**src/rtl/msad_ram.sv**
```systemverilog
`timescale 1ns / 1ps
`default_nettype none
// ----------------------------------------------------------------------------
// msad_ram
// Generic single-port synchronous RAM with registered read data.
// ----------------------------------------------------------------------------
module msad_ram #(
	parameter int WIDTH = 8,
	parameter int DEPTH = 16
) (
	input  wire logic                                  clk,
	input  wire logic                                  we,
	input  wire logic [(DEPTH > 1 ? $clog2(DEPTH) : 1)-1:0] addr,
	input  wire logic [WIDTH-1:0]                      wdata,
	output logic      [WIDTH-1:0]                      rdata
);

	logic [WIDTH-1:0] mem_q [DEPTH];

	always_ff @(posedge clk) begin
		if (we) begin
			mem_q[addr] <= wdata;
		end
		rdata <= mem_q[addr];
	end

endmodule
`default_nettype wire

```
**config.mk**
```make
export PLATFORM = sky130hd
export DESIGN_NAME = msad_ram
export DESIGN_NICKNAME = d
export VERILOG_FILES = /design/src/rtl/msad_ram.sv
export SDC_FILE = /design/constraint.sdc
export NUM_CORES = 1
export LEC_CHECK = 0
export ABC_AREA = 1
export BUFFER_PORTS_ARGS = -buffer_cell sky130_fd_sc_hd__buf_4
export CAP_MARGIN = 0
export CELL_PAD_IN_SITES_DETAIL_PLACEMENT = 0
export CELL_PAD_IN_SITES_GLOBAL_PLACEMENT = 1
export CORE_ASPECT_RATIO = 2
export CORE_UTILIZATION = 44
export DETAILED_ROUTE_END_ITERATION = 8
export GPL_TIMING_DRIVEN = 0
export PLACE_DENSITY_LB_ADDON = 0.25
export SYNTH_ARGS = -nofsm -noshare
export SYNTH_HDL_FRONTEND = slang
export SYNTH_SLANG_ARGS = --single-unit
```
**constraint.sdc**
```tcl
create_clock -name clk -period 1.3 [get_ports clk]
set_input_delay 0.065 -clock clk [delete_from_list [all_inputs] [get_ports clk]]
set_output_delay 0.065 -clock clk [all_outputs]
set_load 0.02 [all_outputs]
```
==> results of run 1 <==
[worst max-delay path, cell delays in order]
cell and delay (ns):
buf_4 0.12, inv_2 0.05, buf_4 0.18, buf_2 0.25, nand3_2 0.26, nor2_4 0.35
[stage by stage]
step                      setup TNS (ns)  total power [uW]  instances
after floorplan                    -8.65              5400        548
after CTS                          -7.45             10800        747
final                                  0             10800        750
after global routing                   0             11100        750
after detailed placement          -72.66              5700        715
after global placement            -69.14              5690        715
[repair_timing]
item / in CTS / in global routing
endpoints found under the setup margin: 128 / 128
hold buffers: 1 / 0
endpoints found under the hold margin: 13 / 0
pin swaps: 0 / 3
setup buffers: 0 / 3
resized for setup: 9 / 22
[final cells by class]
class,count,area (um2)
multi-input cells,368,1530
fillers,1083,5490
plain buffers,21,118
clock inverters,13,204
inverters,23,86.3
well taps,147,184
clock buffers,18,429
flip-flops and latches,136,4000
repair buffers,24,220
[layout by cell type, fill, tap and decap left out, drive strengths merged]
cell type / Yosys / layout
nand2: 346 / 346
nand3: 4 / 4
nor2: 18 / 18
clkinv: 1 / 7
edfxtp: 128 / 128
clkbuf: 3 / 21
inv: 22 / 22
clkinvlp: 0 / 2
dlygate4sd3: 0 / 1
dfxtp: 8 / 8
buf: 18 / 41
bufinv: 0 / 5
[path summary, 6_finish.rpt]
kind | startpoint | end | slack, ns | cells after the start
hold reg to reg | mem_q[15][2]$_DFFE_PP_ | rdata[2]$_DFF_P_ | 0.71 | 8
setup reg to reg | mem_q[11][3]$_DFFE_PP_ | rdata[3]$_DFF_P_ | 0.26 | 8
hold / removal | wdata[4] | mem_q[2][4]$_DFFE_PP_ | -0.001 | 1
setup / recovery | addr[0] | mem_q[14][3]$_DFFE_PP_ | 0.09 | 6
[flip-flops by register name, summed over array words and instances, names as in the netlist]
signal  count
mem_q     128
rdata       8
[power groups by stage]
stage	logic, uW	registers [uW]	clock network (uW)
after floorplan	343	5050	0
after global placement	673	5020	0
after detailed placement	683	5020	0
after CTS	694	4930	5220
after global routing	794	4940	5390
final	715	4930	5160
[synthesized netlist by cell type (all sizes together)]
library cell	count
buf	18
clkbuf	3
clkinv	1
dfxtp	8
edfxtp	128
inv	22
nand2	346
nand3	4
nor2	18
[logic make-up (layout without fill, tap and decap cells)]
| kind of cell | Yosys count | after routing | share of synthesized area (%) |
|---|---|---|---|
| buffers and inverters | 44 | 99 | 3.62 |
| DFF | 136 | 136 | 71.6 |
| and+or+nand+nor | 368 | 368 | 24.8 |
[layer usage]
layer / vias up / global-route usage (%) / wire, um
li1: 1842 / - / -
met1: 1718 / 23.3 / 4790
met2: 87 / 42.3 / 7730
met3: 26 / 5.08 / 428
met4: 0 / 10.1 / 465
met5: - / 0 / 0
==> results_dict.tcl, run 1 <==
set metrics [dict create \
    grt_pass1_vias 3623 \
    cts_buffers 17 \
    io_pins 22 \
    drtIter0Drc 187 \
    cts_tree "done" \
    max-slew-margin-rel_pct 62.9 \
    synth_top_cell_by_area "edfxtp_1" \
    fmax_mhz 824 \
    drive_above_1_share_pct 15.3 \
    routed_wl_um 13400 \
    avgSynthCellArea_um2 10.2 \
    skew_ns 0.0101 \
    cp.required_ns 1.38 \
    worstMarginPinSlew_ns 0.555 \
    antenna_found_initial 0 \
    combPwrFrac_pct 6.6 \
    die-area_um2 13200 \
    hold_path.class "in -> reg" \
    grt_start_max_net_pins 17 \
    h-tree-depth 4 \
    swShare_pct 21.4 \
    io_buffers 20 \
    violations "negative hold slack" \
    syn_nets 562 \
    cts_root_buffer "clkbuf_16" \
    ant_nets 0 \
    insertion_delay_ns 0.42 \
    outcome "complete, but fails checks" \
    drc 0 \
    power.switching_uw 2310 \
    syn_inst 548 \
    p_int_uw 8490 \
    finalCriticalPeriod_ns 1.21 \
    ys.warnings.count 0 \
    drv_slew 0 \
    synthToLayoutAreaGrowth_pct 21.1 \
    fin_util_pct 55.2 \
    synth_area_um2 5590 \
    cap_violations 0 \
    drtPass1Iterations 4 \
    ys_seq_area_share_pct 71.6 \
    pwr-share-seq_pct 45.6 \
    hold_viol 2 \
    worst_slack_ns 0.0864 \
    die_x_um 81.7 \
    p_clk_share_pct 47.8 \
    ys_top_cells_by_area "edfxtp_1, nand2_1, dfxtp_1, inv_1, nor2_1" \
    chipHeight_um 161 \
    cp-end-kind "flop" \
    path_class "in -> reg" \
    holdWs_ns -0.00102 \
    setup_violations 0 \
    start_kind "input pin" \
    cts.path.max_buffers 2 \
    wl_per_cell_um 17.9 \
    antenna_cells 0 \
    num_rows 57 \
    viasPerCell 4.90 \
    worstPathArrival_ns 1.30 \
    ir_drop_uv 1460 \
    layout_worst_path_cycle_share_pct 93.4 \
    yosysUniqueCellTypes 11 \
    power_density_nw_per_um2 1590 \
    initial_core_util_pct 45.6 \
    rsz0062_at_grt "false" \
    p_leak_uw 0.00286 \
    grt_usage_pct 22.9 \
    dpl_worst_slack_ns -0.730 \
    finalInstanceArea_um2 6770 \
    vias 3673 \
    core-area_um2 12300 \
    placed_area_um2 5950 \
    clkTransAtPathRegs_ns 0.06 \
    path_max_fanout 10 \
    grt_pass1_wl_um 20400 \
    clock-sinks 136 \
    gr-total-overflow 0 \
    fin_nets 605 \
    detailed_place_hpwl_um 9050 \
    synth_top_area_share_pct 68.7 \
    gp_congestion 0.878 \
    ys_ff_latch 136 \
]
No activity file was read; power rests on OpenSTA's default activity.
==> run 2, diff against run 1 <==
- CELL_PAD_IN_SITES_DETAIL_PLACEMENT: 0 -> default
- CELL_PAD_IN_SITES_GLOBAL_PLACEMENT: 1 -> default
- CORE_UTILIZATION: 44 -> 53
==> results_dict.tcl, run 2 (synthesis gave the netlist of run 1 again) <==
set metrics [dict create \
    outcome "complete, but fails checks" \
    violations "negative setup slack" \
    cp-end-kind "flop" \
    cts_root_buffer "clkbuf_16" \
    layout_worst_path_cycle_share_pct 107 \
    wl_per_cell_um 17.1 \
    chipHeight_um 147 \
    power_density_nw_per_um2 1550 \
    cts_tree "done" \
    io_buffers 20 \
    fin_cells 736 \
    drtIter0Drc 229 \
    cts.path.max_buffers 2 \
    gp_congestion 0.900 \
    cp_slowest_stage_delay_ns 0.48 \
    cap_violations 0 \
    skew_ns 0.00656 \
    path_class "in -> reg" \
    p_leak_uw 0.00280 \
    detailed_place_hpwl_um 8480 \
    antenna_cells 0 \
    grt_start_max_net_pins 17 \
    hold_path.class "in -> reg" \
    p_clk_share_pct 45.5 \
    largest_reg_flops 128 \
    hold_viol 0 \
    drc 0 \
    cp.required_ns 1.35 \
    path_cells "buf_2 -> clkinv_1 -> buf_2 -> nand3_1 -> nor2_2" \
    largest-register "mem_q" \
    die-area_um2 11000 \
    initial_core_util_pct 54.8 \
    drive_above_1_share_pct 15.0 \
    drv_slew 0 \
    path_max_fanout 10 \
    p_int_uw 8100 \
    drtPass1Iterations 4 \
    final_common_cell "nand2_1" \
    synthToLayoutAreaGrowth_pct 18.7 \
    finalCriticalPeriod_ns 1.39 \
    cts_buffers 17 \
    fin_nets 602 \
    ant_nets 0 \
    routed_wl_um 12600 \
    grt_pass1_vias 3749 \
    seq_area_um2 4000 \
    core-area_um2 10200 \
    antenna_found_initial 0 \
    pwr-share-seq_pct 47.8 \
    reg.largest.list "mem_q: 128 flops, rdata: 8 flops" \
    insertion_delay_ns 0.41 \
    hold_buffers 0 \
    final_cell_mix "nand2_1, edfxtp_1, buf_4, inv_1, clkbuf_16" \
    start_kind "input pin" \
    placed_cells 703 \
    worst_slack_ns -0.0904 \
    h-tree-depth 4 \
    viasPerCell 5.04 \
    fmax_mhz 719 \
    worst_path_max_delay_cell "nor2_2" \
    fillers 843 \
    ir_drop_uv 1590 \
    io_pins 22 \
    clkTransAtPathRegs_ns 0.05 \
    clock-sinks 136 \
    fin_setup_tns_ns -1.75 \
    combPwrFrac_pct 6.7 \
    die_x_um 74.6 \
    gr-total-overflow 0 \
    max-slew-margin-rel_pct 66.4 \
    power.switching_uw 2210 \
    worstPathArrival_ns 1.44 \
    num_rows 52 \
    vias 3707 \
    grt_pass1_wl_um 19500 \
    setup_violations 32 \
    worstMarginPinSlew_ns 0.504 \
    multi_input_area_um2 1510 \
    swShare_pct 21.4 \
    rsz0062_at_grt "true" \
    path_common_cell "buf_2" \
    grt_usage_pct 25.8 \
]
## run 2: cell types whose count changed in the layout (fill, tap and decap cells not counted), sizes merged
| cell | change |
|---|---|
| clkinvlp | +3 |
| buf | -2 |
| bufinv | -2 |
| clkbuf | +1 |
| clkinv | -1 |
| dlygate4sd3 | -1 |
## run 2: through the flow
step	power [uW]	worst slack [ns]	hold WS, ns	util (%)	cell area [um2]
2_1_floorplan	5400	-0.0886	0.164	-	5610
3_3_place_gp	5670	-0.602	0.416	58.1	5930
3_5_place_dp	5690	-0.660	0.428	58.1	5930
4_1_cts	10300	-0.166	0.00448	64.3	6570
5_1_grt	10600	-0.152	0.00998	65.0	6640
6_report	10300	-0.0904	0.0154	65.0	6640
## run 2: power by group through the flow
stage               sequential, uW  clock [uW]  combinational (uW)
floorplan                     5050           0                 343
global placement              5020           0                 657
detailed placement            5020           0                 666
CTS                           4930        4720                 681
global route                  4940        4920                 773
finish                        4930        4690                 693
## run 2: path summary, 6_finish.rpt
kind	to	slack [ns]	from	depth (start not counted)
worst max-delay path	mem_q[13][6]$_DFFE_PP_	-0.09	addr[1]	5
worst min-delay path	mem_q[1][7]$_DFFE_PP_	0.02	wdata[7]	1
worst max register to register	rdata[3]$_DFF_P_	0.29	mem_q[4][3]$_DFFE_PP_	8
worst min register to register	rdata[4]$_DFF_P_	0.73	mem_q[14][4]$_DFFE_PP_	8
## run 2: routing by layer
metal	up-vias	share of wire (%)	track usage [%]
li1	1840	-	-
met1	1733	36	27.9
met2	103	55	44.5
met3	31	3.8	5.14
met4	0	4.6	15.8
met5	-	0	0
## run 2: what timing repair did
item,in CTS,in global routing
setup endpoints to repair,128,127
setup buffers,0,1
pin swaps,0,2
resized for setup,12,13
## run 2: cell type report
class | instances | share of cell area, %
repair buffers | 21 | 2.56
well taps | 135 | 2.54
inverters | 23 | 1.30
flip-flops and latches | 136 | 60.3
plain buffers | 21 | 1.75
clock buffers | 19 | 6.52
multi-input cells | 368 | 22.7
clock inverters | 13 | 2.34
## run 2: worst max-delay path: cells and delay by family
| family | cells | cell delay (ns) |
|---|---|---|
| buffers and inverters | 3 | 0.59 |
| and+or+nand+nor | 2 | 0.78 |
